--- config.mk ---
export PLATFORM = sky130hd
export DESIGN_NAME = pics_mac
export DESIGN_NICKNAME = d
export VERILOG_FILES = /design/src/hw/rtl/pics_pkg.sv /design/src/hw/rtl/pics_mac.sv
export SDC_FILE = /design/constraint.sdc
export NUM_CORES = 1
export LEC_CHECK = 0
export BUFFER_PORTS_ARGS = -buffer_cell sky130_fd_sc_hd__clkbuf_2
export CAP_MARGIN = 40
export CORE_UTILIZATION = 55
export CTS_CLUSTER_SIZE = 8
export DETAILED_ROUTE_END_ITERATION = 8
export MAX_ROUTING_LAYER = met4
export PLACE_DENSITY = 0.8
export SLEW_MARGIN = 20
export SYNTH_ARGS = -nofsm -noshare
export SYNTH_HDL_FRONTEND = slang
export SYNTH_SLANG_ARGS = --single-unit
--- constraint.sdc ---
create_clock -name clk_i -period 11.2 [get_ports clk_i]
set_input_delay 2.8 -clock clk_i [delete_from_list [all_inputs] [get_ports clk_i]]
set_output_delay 2.8 -clock clk_i [all_outputs]
set_load 0.1 [all_outputs]
--- src/hw/rtl/pics_pkg.sv ---
package pics_pkg;

  // default table geometry
  localparam int MAX_SECTORS_DEF = 16;
  localparam int MAX_FACES_DEF   = 16;

  // fixed field widths
  localparam int SEL_W   = 4;
  localparam int NRM_W   = 18;
  localparam int CRD_W   = 24;
  localparam int PNT_W   = CRD_W + 1;        // point minus origin
  localparam int PROD_W  = NRM_W + PNT_W;    // one product
  localparam int OFS_W   = 44;               // stored plane offset
  localparam int SUM_W   = 45;               // three-term dot product
  localparam int CNT_W   = 5;                // sector_count register
  localparam int STAT_W  = 2;
  localparam int HIT_W   = 4;
  localparam int IN_DATA_W  = 136;
  localparam int OUT_DATA_W = 8;
  localparam int CFG_ADDR_W = 2;

  typedef enum logic [CFG_ADDR_W-1:0] {
    REG_SECTOR_COUNT = 2'd0,
    REG_ORIGIN_X     = 2'd1,
    REG_ORIGIN_Y     = 2'd2,
    REG_ORIGIN_Z     = 2'd3
  } pics_cfg_reg_e;

  typedef enum logic [STAT_W-1:0] {
    STAT_STORED  = 2'd0,
    STAT_REFUSED = 2'd1,
    STAT_INSIDE  = 2'd2,
    STAT_OUTSIDE = 2'd3
  } pics_status_e;

  typedef enum logic [0:0] {
    FUNC_LOAD  = 1'b0,
    FUNC_QUERY = 1'b1
  } pics_func_e;

  typedef enum logic [2:0] {
    S_IDLE,
    S_LD_CHK,
    S_MAC,
    S_LD_WR,
    S_Q_SEC,
    S_Q_CMP,
    S_DONE
  } pics_state_e;

  // one stored face plane
  typedef struct packed {
    logic signed [NRM_W-1:0] nx;
    logic signed [NRM_W-1:0] ny;
    logic signed [NRM_W-1:0] nz;
    logic signed [OFS_W-1:0] ofs;
  } pics_plane_t;

  // sequencer control into the multiply-accumulate unit
  typedef struct packed {
    logic step;    // take one product this cycle
    logic first;   // first term of a new dot product
  } pics_mac_ctl_t;

endpackage

--- src/hw/rtl/pics_mac.sv ---
module pics_mac
  import pics_pkg::*;
(
  input  logic                     clk_i,
  input  pics_mac_ctl_t            ctl_i,
  input  logic signed [NRM_W-1:0]  nrm_i,
  input  logic signed [PNT_W-1:0]  crd_i,
  input  logic signed [OFS_W-1:0]  ofs_i,
  output logic signed [SUM_W-1:0]  sum_o,
  output logic                     gt_o
);

  logic signed [PROD_W-1:0] prod_q;
  logic signed [SUM_W-1:0]  acc_q;

  // registered product, added into the accumulator when the following term is taken
  always_ff @(posedge clk_i) begin
    if (ctl_i.step) begin
      prod_q <= nrm_i * crd_i;
      acc_q  <= ctl_i.first ? '0 : acc_q + SUM_W'(prod_q);
    end
  end

  // last term folded in here; compare against the face offset
  assign sum_o = acc_q + SUM_W'(prod_q);
  assign gt_o  = sum_o > SUM_W'(ofs_i);

endmodule

==> impl_metrics.yaml <==
finish:
  multi_input_area_sq_mm: 0.01778
  nets: 3307
  syn_to_final_growth_pct: 5.445
  fin_util_pct: 59.13
  fin_area_sq_mm: 0.02425
  drive_gt1_share_pct: 7.121
  n_antenna_cell: 0
  seq_area_sq_mm: 0.002643
  nFillCells: 3441
routing:
  via_count: 17390
  drt-total-wl_mm: 55.48
  drcViolationCount: 23
  wl_per_cell_um: 17.80
  drtIter0Drc: 1260
  post_drt_via_cell_ratio: 5.582
  antenna_left: 0
  dr.pass1.iters: 8
global_route:
  grt_pass1_wl_mm: 91.42
  grt_use_met2_pct: 45.82
  grt_remaining_overflow: 0
  grt_max_degree: 67
  grt_pass1_vias: 18530
  track_usage_pct: 28.09
  use_met3_pct: 4.131
  busiest_layer: "met2"
  grt_antenna_before_repair: 0
  grt_use_met1_pct: 37.07
critical_path:
  critPathMaxFanout: 20
  r2r_start: "prod_q[0]"
  critPathCaptureType: "register"
  crit_path_start: "nrm_i[17]"
  arrival_ns: 9.09
  required_ns: 11.29
  worst_setup_path_start_kind: "input pin"
  path_class: "in2reg"
job:
  max_cap_violations: 0
clock_tree:
  cts_root_buffer: "clkbuf_16"
  cts_hold_buffers: 0
  post_cts_buffers: 0
  cts.clk_slew.worst_paths_ns: 0.07
  cts_htree_levels: 3
  cts_made_buffers: 9
  cts_tree: "done"
  cts_max_path_buffers: 2
  clock_latency_ns: 0.35
  ctsResizeCount: 0
  cts_sinks: 88
logic_synthesis:
  synth_cell_types: 85
  synth_area_per_cell_sq_um: 9.092
  yosysSeqAreaShare_pct: 11.49
  synth_top_area_share_pct: 38.47
  synth_edf_count: 88
  synthArstFlopShare_pct: 0
  yosysWarnings: 0
  ys_seq_elements: 88
  synthCells: 2530
  synth_nets: 3258
  synthTopCellsByArea: "fa_1 38%, edfxtp_1 11%, ha_1 11%, inv_1 9.4%, nand2_1 5.2%"
  syn_area_sq_mm: 0.02300
  synth.most_common_cell: "inv_1"
  synthTopCellsByCount: "576 x inv_1, 442 x fa_1, 320 x nand2_1, 196 x ha_1, 171 x and2_1"
  synth_flop_cell: "edfxtp_1"
  synth_top_area_cell: "fa_1"
timing:
  fin_ws_ns: 2.199
  tightest_slew_ns: 0.7998
  skew_ns: 0.01284
  finalSetupTns_ns: 0
  final-setup-viol-count: 0
  max_clock_freq_ghz: 0.1111
  slew-limit-headroom_pct: 45.98
  layout_min_cycle_time_ns: 9.001
  maxSlewViolCount: 0
  final-hold-violation-count: 0
  rsz0062_at_grt: "false"
  fin_crit_sh_pct: 80.37
placement:
  place_area_sq_mm: 0.02394
  io_buffer_count: 135
  gp_congestion: 0.9422
  hpwl_mm: 45.30
  place_ws_ns: 1.902
die:
  pin_count: 136
  die-area_sq_mm: 0.04264
  core-area_sq_mm: 0.04102
  num_rows: 74
  die-height_um: 206.5
  start_util_pct: 56.08
  die_w_um: 206.5
hold_path:
  hold_path_startpoint: "acc_q[0]"
  min_path_type: "reg2reg"
run_status:
  violations: "DRC"
  status: "finished, violations left"
==> per-stage QoR <==
step | cells | hold WS [ns]
floorplan | 2530 | 0.7692
global placement | 3100 | 0.7541
detailed placement | 3100 | 0.7500
CTS | 3116 | 0.7728
global route | 3116 | 0.8160
finish | 3116 | 0.7716
==> final timing paths <==
check,endpoint,slack [ns],depth (start not counted)
worst max-delay path,prod_q[38],2.20,19
worst min-delay path,acc_q[0],0.77,3
worst max register to register,acc_q[38],7.76,10
worst min register to register,acc_q[0],0.77,3
==> cell usage in the layout, fill, tap and decap left out, types with 17 or more instances in the layout <==
| master | instances |
|---|---|
| xor2_1 | 22 |
| nand2b_1 | 17 |
| nand3_1 | 19 |
| nor2b_1 | 49 |
| nor2_1 | 81 |
| nand4_1 | 20 |
| ha_1 | 196 |
| nor3_1 | 27 |
| o21ai_0 | 50 |
| a21o_1 | 45 |
| xnor2_1 | 52 |
| edfxtp_1 | 88 |
| inv_1 | 576 |
| a21oi_1 | 84 |
| clkbuf_2 | 134 |
| and2_1 | 171 |
| nand2_1 | 320 |
| fa_1 | 442 |
==> critical path, stage by stage <==
cell and delay, ns:
clkbuf_2 0.19, inv_1 0.64, nor2_1 0.15, fa_1 0.55, fa_1 0.52, fa_1 0.53, fa_1 0.52, fa_1 0.54
inv_1 0.05, fa_1 0.53, inv_1 0.04, ha_1 0.35, and2_1 0.18, nand4_1 0.14, a2111o_1 0.44, a31oi_2 0.23
a31oi_1 0.21, o41ai_2 0.35, xor2_1 0.10
==> logic make-up (layout without fill, tap and decap cells) <==
logic type	Yosys count	in the layout	share of synthesized area, %
simple gates	744	744	15.81
xor+xnor	74	74	2.818
compound gates	301	301	9.057
fa+ha+maj	638	638	49.13
mux	10	10	0.4732
flops	88	88	11.49
buf+inv	675	729	11.22
==> registers in the layout, summed over array words and instances (netlist names) <==
signal,count
prod_q,43
acc_q,45
==> cell type report <==
| type | instances | share of cell area, % |
|---|---|---|
| repair buffers | 137 | 2.858 |
| clock inverters | 7 | 0.3611 |
| well taps | 532 | 2.744 |
| flip-flops and latches | 88 | 10.90 |
| multi-input cells | 1767 | 73.30 |
| inverters | 576 | 8.914 |
| clock buffers | 9 | 0.9286 |
==> layer usage <==
layer,routed length (um),part of all wire [%]
met1,23780,43
met2,26120,47
met3,4468,8.1
met4,1113,2.0
met5,0,0
Power is left out: the tool's default activity adds up to more than one toggle a clock period on the data nets, which glitch-free logic cannot reach.
